==> src/fixed_slot_pool_allocator_unit_assert.svh <==
// Assertion macros for the fixed slot pool allocator.
// Used by the top level; no other dependencies.
`ifndef FIXED_SLOT_POOL_ALLOCATOR_UNIT_ASSERT_SVH
`define FIXED_SLOT_POOL_ALLOCATOR_UNIT_ASSERT_SVH
`ifndef SYNTHESIS
`define FSPA_ASSERT(label, prop, msg) \
    label: assert property (@(posedge aclk) disable iff (!aresetn) prop) else $error(msg);
`define FSPA_ASSERT_NEXT(label, ante, cons, msg) \
    label: assert property (@(posedge aclk) disable iff (!aresetn) (ante) |=> (cons)) \
        else $error(msg);
`else
`define FSPA_ASSERT(label, prop, msg)
`define FSPA_ASSERT_NEXT(label, ante, cons, msg)
`endif
`endif

==> src/fspa_pkg.sv <==
// Shared types and constants of the fixed slot pool allocator.
// No dependencies; imported by fspa_ctrl, fspa_datapath and the top level.
`default_nettype none

package fspa_pkg;

    localparam int POOL_DEPTH_DEF = 1024;

    localparam int IDX_W    = 10;
    localparam int OFS_W    = 22;
    localparam int CNT_W    = 11;
    localparam int SIZE_W   = 13;
    localparam int CFG_IDX_W = 1;
    localparam int CFG_DATA_W = 13;

    localparam logic [SIZE_W-1:0] SIZE_CAP = 13'd4096;

    // operation codes; code three acts as a get
    localparam logic [1:0] OP_REQUEST = 2'd0;
    localparam logic [1:0] OP_RETURN  = 2'd1;
    localparam logic [1:0] OP_GET     = 2'd2;

    // configuration register indexes
    localparam logic [CFG_IDX_W-1:0] CFG_SLOT_BYTES = 1'b0;
    localparam logic [CFG_IDX_W-1:0] CFG_SLOT_LIMIT = 1'b1;

    typedef enum logic [1:0] {
        ST_OK        = 2'd0,
        ST_EXHAUSTED = 2'd1,
        ST_RANGE     = 2'd2,
        ST_OVERFLOW  = 2'd3
    } status_t;

    typedef struct packed {
        logic [1:0]       operation;
        logic [IDX_W-1:0] slot_index;
    } in_item_t;

    typedef struct packed {
        logic [IDX_W-1:0] granted_index;
        logic [OFS_W-1:0] byte_offset;
        status_t          status;
        logic [CNT_W-1:0] free_entries;
    } out_item_t;

    typedef struct packed {
        logic latch;
        logic decide;
        logic fetch;
        logic mult;
        logic emit;
    } fspa_cmd_t;

    typedef struct packed {
        logic pop_sel;
        logic out_free;
    } fspa_sts_t;

endpackage

`default_nettype wire

==> src/fspa_ctrl.sv <==
// Sequencer of the fixed slot pool allocator: one transaction at a time.
// Depends on fspa_pkg.
`default_nettype none

module fspa_ctrl
    import fspa_pkg::*;
(
    input  wire logic      aclk,
    input  wire logic      aresetn,
    input  wire logic      s_valid,
    output logic           s_ready,
    output fspa_cmd_t      cmd,
    input  wire fspa_sts_t sts
);

    typedef enum logic [2:0] {
        S_IDLE,
        S_DECIDE,
        S_FETCH,
        S_MULT,
        S_EMIT
    } state_t;

    state_t state_reg;
    logic   ready_reg;

    always_comb begin
        cmd        = '0;
        cmd.latch  = (state_reg == S_IDLE) && ready_reg && s_valid;
        cmd.decide = (state_reg == S_DECIDE);
        cmd.fetch  = (state_reg == S_FETCH);
        cmd.mult   = (state_reg == S_MULT);
        cmd.emit   = (state_reg == S_EMIT) && sts.out_free;
    end

    assign s_ready = ready_reg;

    always_ff @(posedge aclk) begin
        if (!aresetn) begin
            state_reg <= S_IDLE;
            ready_reg <= 1'b0;
        end else begin
            case (state_reg)
                S_IDLE: begin
                    if (ready_reg && s_valid) begin
                        ready_reg <= 1'b0;
                        state_reg <= S_DECIDE;
                    end else begin
                        ready_reg <= 1'b1;
                    end
                end
                S_DECIDE: begin
                    state_reg <= sts.pop_sel ? S_FETCH : S_MULT;
                end
                S_FETCH: begin
                    state_reg <= S_MULT;
                end
                S_MULT: begin
                    state_reg <= S_EMIT;
                end
                S_EMIT: begin
                    if (sts.out_free) begin
                        ready_reg <= 1'b1;
                        state_reg <= S_IDLE;
                    end
                end
                default: begin
                    ready_reg <= 1'b0;
                    state_reg <= S_IDLE;
                end
            endcase
        end
    end

endmodule

`default_nettype wire

==> config.mk <==
export PLATFORM = sky130hd
export DESIGN_NAME = fspa_ctrl
export DESIGN_NICKNAME = d
export VERILOG_FILES = /design/src/fixed_slot_pool_allocator_unit_assert.svh /design/src/fspa_pkg.sv /design/src/fspa_ctrl.sv
export SDC_FILE = /design/constraint.sdc
export NUM_CORES = 1
export LEC_CHECK = 0
export BUFFER_PORTS_ARGS = -buffer_cell sky130_fd_sc_hd__buf_2
export CAP_MARGIN = 25
export CORE_AREA = 3 3 40 42
export DETAILED_ROUTE_END_ITERATION = 10
export DIE_AREA = 0 0 43 45
export PLACE_DENSITY = 0.42
export REMOVE_ABC_BUFFERS = 1
export SETUP_SLACK_MARGIN = 0.02
export SLEW_MARGIN = 20
export SYNTH_ARGS = -nofsm -noshare
export SYNTH_HDL_FRONTEND = slang
export SYNTH_SLANG_ARGS = --single-unit
==> constraint.sdc <==
create_clock -name aclk -period 1.07 [get_ports aclk]
set_input_delay 0.1605 -clock aclk [delete_from_list [all_inputs] [get_ports aclk]]
set_output_delay 0.1605 -clock aclk [all_outputs]
set_load 0.01 [all_outputs]
Word-level counts from Yosys, hierarchy flattened. Cells that the tools add are included. Widths: inputs -> output; s select.

Register bits after elaboration: 4. Input port bits: 5. Output and inout bits: 6. Word-level logic and storage cells: 24.

Bitwise gates (word level): 1. Multiplexer cells: 7. Reductions and logical operators: 8. Eq/ne operators: 6.

Operator list (number): $pmux 3 s5 (1); $eq 3x2->1 const B (2); $mux 3 (2); $logic_and 1x1->1 (4); $reduce_and 2->1 (2); $eq 3x1->1 const B (1); $eq 3x3->1 const B (1); $logic_not 3->1 (1); $mux 1 (3); $pmux 1 s3 (1); $reduce_or 3->1 (1); $ne 2x1->1 const B (1); $ne 2x2->1 const B (1); $not 1->1 (1).

Depth between registers and ports, before layout. Gate-level depths: netlist (run 1).

Word-level depth: 4. Depth in mapped cells: 4. Mapped depth without buffers: 3.

Worst setup path before layout (run 1). OpenSTA, ideal clock, no wires.

Path kind: reg2reg. Start point: register state_reg[1]. End point: register ready_reg (netlist: s_ready). Required time: 0.953 ns. Period minus slack after synthesis: 0.934 ns. Buffers on the path: 1. Setup slack: 0.136 ns. Arrival: 0.817 ns. Library setup time: 0.117 ns. Cell stages (with the launch flop): 5. Cells stage by stage: dfxtp_1 -> buf_6 -> nor2_4 -> and4b_4 -> nor3_2.

Word-level cells in the longest chain between the ends: 4. Elaborated cells on any way between the ends: 10. Classes of those cells: 5 x eq/ne; 1 x mux; 1 x bitwise; 3 x reduce/logical.

Ends and longest elaborated chain: from (decl) (line fspa_ctrl.sv:24) `state_t state_reg;`; from (signal assigned) (line fspa_ctrl.sv:53) `state_reg <= sts.pop_sel ? S_FETCH : S_MULT;`; parallel branches: the longest is 4 deep, another holds $eq 3x2->1; to (signal assigned) (line fspa_ctrl.sv:41) `ready_reg <= 1'b0;`; to (signal assigned) (line fspa_ctrl.sv:46) `ready_reg <= 1'b0;`; to (signal assigned) (line fspa_ctrl.sv:49) `ready_reg <= 1'b1;`; to (decl) (line fspa_ctrl.sv:25) `logic ready_reg;`.

Parallel ways; which one is timed is not known. A chain may end at the register's enable or synchronous reset.

==> results.yml, run 1 <==
grt:
  grt_busiest_layer: "met4"
  grt_pass1_vias: 256
  grtUsageTotal: 0.0817
  grt_pass1_wl_um: 1080
  grt_start_max_net_pins: 8
  use_met3: 0.0359
  overflow: 0
  antenna_found_initial: 0
  met1_usage: 0.0896
  grt_use_met2: 0.102
setup_path:
  reg2reg_from: "state_reg[0]$_SDFFE_PN0P_"
  critical_path_class: "flop to output port"
  crit_required_ns: 0.91
  start_kind: "flop"
  endpoint_kind: "output port"
  r2r-end: "s_ready$_SDFFE_PN0P_"
  rr_worst_depth: 4
  worstPathMaxFanout: 4
  ff2ff_setup_slack_ns: 0.12
  arrival_ns: 1.04
timing:
  setup_ws_ns: -0.126
  maxSlewViolCount: 0
  slew_headroom: 0.901
  setup_viol: 5
  hold_violations: 0
  min_period_ns: 1.20
  setup-tns-final_ns: -0.403
  skew_ns: 0.00301
  rsz0062_at_grt: "true"
  fin_hold_ws_ns: 0.187
  max_slew.worst_pin.slew_ns: 0.147
  final.period_utilization: 1.12
  max_freq_mhz: 836
logic_synthesis:
  syn_inst: 25
  avgSynthCellArea_um2: 9.91
  synth_compound_area_frac: 0.116
  synth_top_family_by_area: "simple AND/OR/NAND/NOR gates"
  synth.mux.area_fraction: 0
  ys_seq_area_frac: 0.323
  ys_warn_count: 0
  synthDistinctLibCells: 18
  synthSimpleGateAreaFrac: 0.434
  synth_xor_xnor_area_share: 0.0354
  synthAdderAreaFrac: 0
  ys_ff_latch: 4
  syn_area_um2: 248
cells_and_area:
  largest_reg_flops: 3
  final_area_um2: 388
  drive_gt1_frac: 0.667
  n_antenna_cell: 0
  nets: 49
  syn2layout_area_growth_pct: 56.6
  mostFrequentLayoutCell: "buf_2"
  final_cell_mix: "8 x buf_2, 5 x buf_4, 3 x clkbuf_4, 3 x dfxtp_4"
clock_tree:
  clkSlewWorstSetupHoldPaths_ns: 0.04
  postCtsHoldBufs: 0
  cts_tree: "yes"
  clock-sinks: 4
  cts-root-buf: "clkbuf_4"
  h-tree-depth: 1
  clockBufferDepth: 2
  cts_made_buffers: 3
  clk_latency_ns: 0.24
power:
  p_per_area_mw_per_mm2: 1930
  seq_power_share: 0.315
  leakagePower_nw: 0.187
  clkPwrFrac: 0.256
  p_comb_frac: 0.429
  ir_drop_mv: 0.704
  p_sw_mw: 0.238
  p_int_mw: 0.511
  power_mw: 0.749
  p_sw_frac: 0.317
floorplan:
  core_mm2: 0.00128
  die_x_um: 43
  initial_core_util: 0.193
  die_area_mm2: 0.00194
  pin_count: 11
  dieHeight_um: 45
  num_rows: 13
detailed_routing:
  drt-total-wl_um: 586
  post_drt_wl_per_cell_um: 10.3
  drt_drc_violations_left: 0
  dr.first_iter.drc_count: 6
  first_pass_iters: 6
  viasPerCell: 4.30
  vias: 245
  ant_nets: 0
status:
  status: "complete, but fails checks"
  failed_checks: "setup timing"
hold_path:
  whs_path_depth: 2
  hold_class: "input port to flop"
  min_to: "state_reg[2]$_SDFFE_PN0P_"
  hp-start: "aresetn"
placed_design:
  place_ws_ns: 0.0357
  dpl-instance-area_um2: 309
  port_buffers: 10
  gp_congestion: 0.749
run:
  maxCapViolations: 0
power groups by stage:
| stage | Clock (mW) | Sequential [mW] | Combinational, mW |
|---|---|---|---|
| after floorplan | 0 | 0.244 | 0.147 |
| after global placement | 0 | 0.236 | 0.249 |
| after detailed placement | 0 | 0.237 | 0.254 |
| after CTS | 0.203 | 0.235 | 0.325 |
| after global routing | 0.210 | 0.246 | 0.355 |
| final | 0.192 | 0.236 | 0.322 |
stage by stage:
| stage | instances | util |
|---|---|---|
| after global placement | 50 | 0.241 |
| final | 57 | 0.302 |
| after floorplan | 23 | - |
| after CTS | 57 | 0.301 |
| after detailed placement | 50 | 0.241 |
| after global routing | 57 | 0.302 |
routing by layer:
layer	up-vias	wire length [um]
li1	123	-
met1	108	262
met2	12	230
met3	2	82
met4	0	10
met5	-	0
repair_timing:
action / 4_1_cts / 5_1_grt
buffers inserted: 4 / 0
endpoints found under the setup margin: 5 / 6
gates resized for setup: 9 / 1
pin swaps: 2 / 0
area by class of cell:
class                           count  area (um2)
Tap cell                           15        18.8
Sequential cell                     4        91.3
Timing Repair Buffer               16         105
Multi-Input combinational cell     19         150
Clock buffer                        3        22.5
Fill cell                         142         897
synthesized netlist by cell type:
master	number	area, um2
dfxtp_1	4	80.1
a21oi_1	2	10.0
and3b_1	2	17.5
buf_6	2	22.5
nor3b_1	2	15.0
and3_2	1	7.51
and4b_4	1	13.8
nand2_1	1	3.75
nand2b_1	1	6.26
nand2b_4	1	13.8
nor2_1	1	3.75
nor2_4	1	11.3
nor3_1	1	5.00
nor3_2	1	10.0
o21a_1	1	7.51
o21ai_0	1	5.00
o22ai_1	1	6.26
xnor2_1	1	8.76
logic make-up after synthesis:
| kind of cell | Yosys count |
|---|---|
| DFF | 4 |
| AOI/OAI and AO/OA | 5 |
| xor gates and xnor gates | 1 |
| and+or+nand+nor | 13 |
| buffers and inverters | 2 |
worst max-delay path, stage by stage, from the launching register on:
cell	delay, ns
dfxtp_4	0.35
nor2_4	0.11
and4b_4	0.24
buf_6	0.10
how the worst max path moves through the flow:
| stage | endpoint | from | cells past startpoint |
|---|---|---|---|
| final | cmd[4] | state_reg[0]$_SDFFE_PN0P_ | 3 |
| after detailed placement | cmd[4] | state_reg[1]$_SDFFE_PN0P_ | 3 |
| after global placement | cmd[4] | state_reg[1]$_SDFFE_PN0P_ | 3 |
| after floorplan | state_reg[0]$_SDFFE_PN0P_ | state_reg[1]$_SDFFE_PN0P_ | 3 |
| after global routing | cmd[4] | state_reg[0]$_SDFFE_PN0P_ | 3 |
| after CTS | cmd[4] | state_reg[0]$_SDFFE_PN0P_ | 3 |
No activity file was read; power rests on OpenSTA's default activity.
==> run 2, diff against run 1 <==
Settings changed: CTS_CLUSTER_DIAMETER from default to 120.
Clock period 1.07 ns to 1.2 ns, I/O delays scaled along.
==> run 2 against run 1 <==
  * The run still ends with setup timing left
  * Final cell count fell by 1.8%
  * Power fell by 8.5%
  * Hold slack improved by 0.0083 ns
  * Critical path depth did not move
==> results.yml, run 2 (same netlist as run 1, synthesis figures left out) <==
setup_path:
  critical_path_class: "flop to output port"
  critPathTopFamily: "simple AND/OR/NAND/NOR gates"
  worstPathCellList: "nor2_4 -> and4b_4 -> buf_6"
  r2r-end: "s_ready$_SDFFE_PN0P_"
  endpoint_kind: "output port"
  worstPathMaxFanout: 4
  reg2reg_from: "state_reg[1]$_SDFFE_PN0P_"
  path_buf_inv: 1
  crit_required_ns: 1.02
  cp-startpoint: "state_reg[0]$_SDFFE_PN0P_"
  rr_worst_depth: 5
  arrival_ns: 1.06
  slowest_stage: "dfxtp_4"
  crit_path_max_incr_delay_ns: 0.35
  start_kind: "flop"
  ff2ff_setup_slack_ns: 0.22
timing:
  min_period_ns: 1.24
  max_freq_mhz: 809
  rsz0062_at_grt: "true"
  setup_ws_ns: -0.0363
  fin_hold_ws_ns: 0.195
  hold_violations: 0
  setup-tns-final_ns: -0.0413
  skew_ns: 0.00705
  slew_headroom: 0.894
  maxSlewViolCount: 0
  final.period_utilization: 1.03
  setup_viol: 2
  max_slew.worst_pin.slew_ns: 0.159
hold_path:
  hp-start: "aresetn"
  hold_class: "input port to flop"
  whs_path_depth: 2
  min_to: "state_reg[2]$_SDFFE_PN0P_"
clock_tree:
  h-tree-depth: 1
  postCtsHoldBufs: 0
  cts_made_buffers: 3
  clockBufferDepth: 2
  cts_tree: "yes"
  clk_latency_ns: 0.24
  clock-sinks: 4
  clkSlewWorstSetupHoldPaths_ns: 0.04
  cts-root-buf: "clkbuf_4"
floorplan:
  die_x_um: 43
  initial_core_util: 0.193
  pin_count: 11
  num_rows: 13
  dieHeight_um: 45
  die_area_mm2: 0.00194
  core_mm2: 0.00128
grt:
  antenna_found_initial: 0
  grt_pass1_vias: 237
  overflow: 0
  grtUsageTotal: 0.0658
  grt_pass1_wl_um: 897
  grt_start_max_net_pins: 10
placed_design:
  gp_congestion: 0.774
  dpl-instance-area_um2: 302
  port_buffers: 10
  place_ws_ns: 0.116
  dp_cells: 49
cells_and_area:
  utilization: 0.301
  fin_cells: 56
  final_area_um2: 387
  syn2layout_area_growth_pct: 56.1
  drive_gt1_frac: 0.683
  nets: 48
  mostFrequentLayoutCell: "buf_2"
  final_cell_mix: "8 x buf_2, 5 x buf_4, 3 x clkbuf_4"
  n_antenna_cell: 0
  largest_reg_flops: 3
power:
  p_per_area_mw_per_mm2: 1770
  leakagePower_nw: 0.179
  ir_drop_mv: 0.559
  power_mw: 0.685
detailed_routing:
  drt_drc_violations_left: 0
  drt-total-wl_um: 593
  first_pass_iters: 2
  ant_nets: 0
  dr.first_iter.drc_count: 1
  viasPerCell: 4.25
  vias: 238
  post_drt_wl_per_cell_um: 10.6
status:
  status: "complete, but fails checks"
  failed_checks: "setup timing"
run:
  maxCapViolations: 0
[run 2: how the worst max path moves through the flow]
stage                        end  slack [ns]  depth (start not counted)
after detailed placement  cmd[4]        0.12                          3
after CTS                 cmd[4]       -0.03                          3
after floorplan           cmd[2]        0.22                          1
after global routing      cmd[4]       -0.07                          3
final                     cmd[4]       -0.04                          3
after global placement    cmd[4]        0.14                          3
[run 2: where the power goes]
group	leakage (nW)	total, mW	internal [mW]	switching (mW)
combinational	0.131	0.296	0.181	0.114
sequential	0.0348	0.217	0.172	0.0452
clock	0.0138	0.173	0.112	0.0606
total	0.179	0.685	0.465	0.220
[run 2: final cells by class]
cell class / instances / area, um2
sequential: 4 / 88.8
fill: 140 / 898
clock buffer: 3 / 22.5
tap: 15 / 18.8
multi-input combinational: 19 / 156
timing repair buffer: 15 / 100
[run 2: what timing repair did]
action | in CTS | in global routing
endpoints found under the setup margin | 5 | 5
cloned | 0 | 0
gates resized for setup | 8 | 2
pin swaps | 2 | 1
setup buffers | 3 | 1
[run 2: per-layer routing]
metal | vias up | share of wire | track usage
met5 | - | 0 | 0
met4 | 0 | 0 | 0.0181
li1 | 122 | - | -
met3 | 0 | 0.13 | 0.0677
met2 | 14 | 0.43 | 0.0988
met1 | 102 | 0.44 | 0.0627
==> run 3, diff against run 2 <==
Settings changed: CORE_AREA 3 3 40 42 to 2 2 39 41, DIE_AREA 0 0 43 45 to 0 0 41 43.
==> run 3 against run 2 <==
  * Combinational power decreased by 2%
  * Critical endpoint unchanged
  * Largest power group unchanged
  * Clock skew decreased by 0.0013 ns
  * Clock power hardly changed
  * Final cell count increased by 3.6%
  * Highest routed layer unchanged
  * Maximum frequency grew 0.49%
  * The flow still finishes with violations (setup timing)
  * Register-to-register slack hardly changed
  * Global-route usage up 1.9 points
==> results.yml, run 3 (same netlist as run 1, synthesis figures left out) <==
timing:
  max_slew.worst_pin.slew_ns: 0.165
  hold_violations: 0
  fin_hold_ws_ns: 0.192
  slew_headroom: 0.889
  final.period_utilization: 1.03
  skew_ns: 0.00574
  rsz0062_at_grt: "true"
  maxSlewViolCount: 0
  max_freq_mhz: 813
  setup_viol: 1
  setup_ws_ns: -0.0303
  min_period_ns: 1.23
power:
  ir_drop_mv: 0.766
  leakagePower_nw: 0.190
  clkPwrFrac: 0.251
  p_sw_frac: 0.319
  p_sw_mw: 0.217
  p_per_area_mw_per_mm2: 1720
  p_comb_frac: 0.427
  seq_power_share: 0.323
  power_mw: 0.679
  p_int_mw: 0.462
setup_path:
  worstPathCellList: "nor2_4 -> and4b_4 -> buf_6"
  endpoint_kind: "output port"
  worstPathMaxFanout: 6
  slowest_stage: "dfxtp_4"
  critPathTopFamily: "flip-flops"
  critical_path_class: "flop to output port"
  start_kind: "flop"
  path_buf_inv: 1
  crit_required_ns: 1.02
  crit_path_max_incr_delay_ns: 0.36
  arrival_ns: 1.05
floorplan:
  num_rows: 14
  initial_core_util: 0.179
  pin_count: 11
  die_area_mm2: 0.00176
  core_mm2: 0.00138
  die_x_um: 41
  dieHeight_um: 43
detailed_routing:
  drt_drc_violations_left: 0
  dr.first_iter.drc_count: 7
  vias: 246
  drt-total-wl_um: 601
  viasPerCell: 4.24
  first_pass_iters: 2
  post_drt_wl_per_cell_um: 10.4
  ant_nets: 0
clock_tree:
  h-tree-depth: 1
  postCtsHoldBufs: 0
  clockBufferDepth: 2
  clkSlewWorstSetupHoldPaths_ns: 0.03
  cts_made_buffers: 3
  cts-root-buf: "clkbuf_4"
  clock-sinks: 4
  clk_latency_ns: 0.24
  cts_tree: "yes"
grt:
  use_met3: 0.0628
  grt_pass1_wl_um: 952
  overflow: 0
  grt_start_max_net_pins: 10
  grt_busiest_layer: "met1"
  grtUsageTotal: 0.0845
  antenna_found_initial: 0
  grt_use_met2: 0.0906
  met1_usage: 0.120
  grt_pass1_vias: 224
cells_and_area:
  final_cell_mix: "8 x buf_2, 5 x buf_4, 3 x clkbuf_4, 3 x buf_6, 3 x dfxtp_4"
  nets: 49
  n_antenna_cell: 0
  regArea_um2: 91.3
  largest_reg_flops: 3
  syn2layout_area_growth_pct: 59.6
  mostFrequentLayoutCell: "buf_2"
  fillers: 150
  drive_gt1_frac: 0.667
  multi_input_area_um2: 150
placed_design:
  gp_congestion: 0.670
  port_buffers: 10
status:
  status: "complete, but fails checks"
  failed_checks: "setup timing"
run:
  maxCapViolations: 0
hold_path:
  hold_class: "input port to flop"
-- run 3: changes by cell type in the layout (fill, tap and decap cells not counted) --
cell     change
nor2_1       +1
and3_2       +1
nor2_2       -1
and3_4       -1
dfxtp_2      -1
dfxtp_4      +1
buf_6        +1
-- run 3: per-stage QoR --
step / utilization / setup TNS (ns) / instance area (um2) / cells / setup slack (ns)
finish: 0.286 / -0.0303 / 395 / 58 / -0.0303
global route: 0.286 / -0.0970 / 395 / 58 / -0.0735
CTS: 0.275 / -0.0360 / 380 / 57 / -0.0360
detailed placement: 0.213 / 0 / 295 / 49 / 0.0829
global placement: 0.213 / 0 / 295 / 49 / 0.0898
floorplan: - / 0 / 225 / 23 / 0.216
-- run 3: per-layer routing --
metal	share of wire	vias to the layer above
li1	-	123
met1	0.47	111
met2	0.41	12
met3	0.12	0
met4	0	0
met5	0	-
-- run 3: repair_timing --
action,in CTS,in global routing
setup endpoints to repair,5,5
hold endpoints to repair,0,0
pin swaps,1,0
resized for setup,8,2
setup buffers,5,1
-- run 3: layout make-up --
class / count / share of cell area
flip-flops and latches: 4 / 0.231
multi-input cells: 19 / 0.380
repair buffers: 16 / 0.282
well taps: 16 / 0.0506
clock buffers: 3 / 0.0570
-- run 3: power by group through the flow --
stage / clock network [mW] / registers (mW) / logic (mW)
2_1_floorplan: 0 / 0.218 / 0.131
3_3_place_gp: 0 / 0.224 / 0.187
3_5_place_dp: 0 / 0.226 / 0.187
4_1_cts: 0.179 / 0.220 / 0.275
5_1_grt: 0.189 / 0.227 / 0.317
6_report: 0.170 / 0.219 / 0.290
-- run 3: worst paths after layout --
| check | endpoint | cells past startpoint | start | slack (ns) |
|---|---|---|---|---|
| worst max-delay path | cmd[4] | 3 | state_reg[1]$_SDFFE_PN0P_ | -0.03 |
| worst min-delay path | state_reg[2]$_SDFFE_PN0P_ | 2 | aresetn | 0.19 |
| worst max register to register | state_reg[0]$_SDFFE_PN0P_ | 4 | state_reg[1]$_SDFFE_PN0P_ | 0.23 |
| worst min register to register | state_reg[1]$_SDFFE_PN0P_ | 1 | state_reg[2]$_SDFFE_PN0P_ | 0.48 |
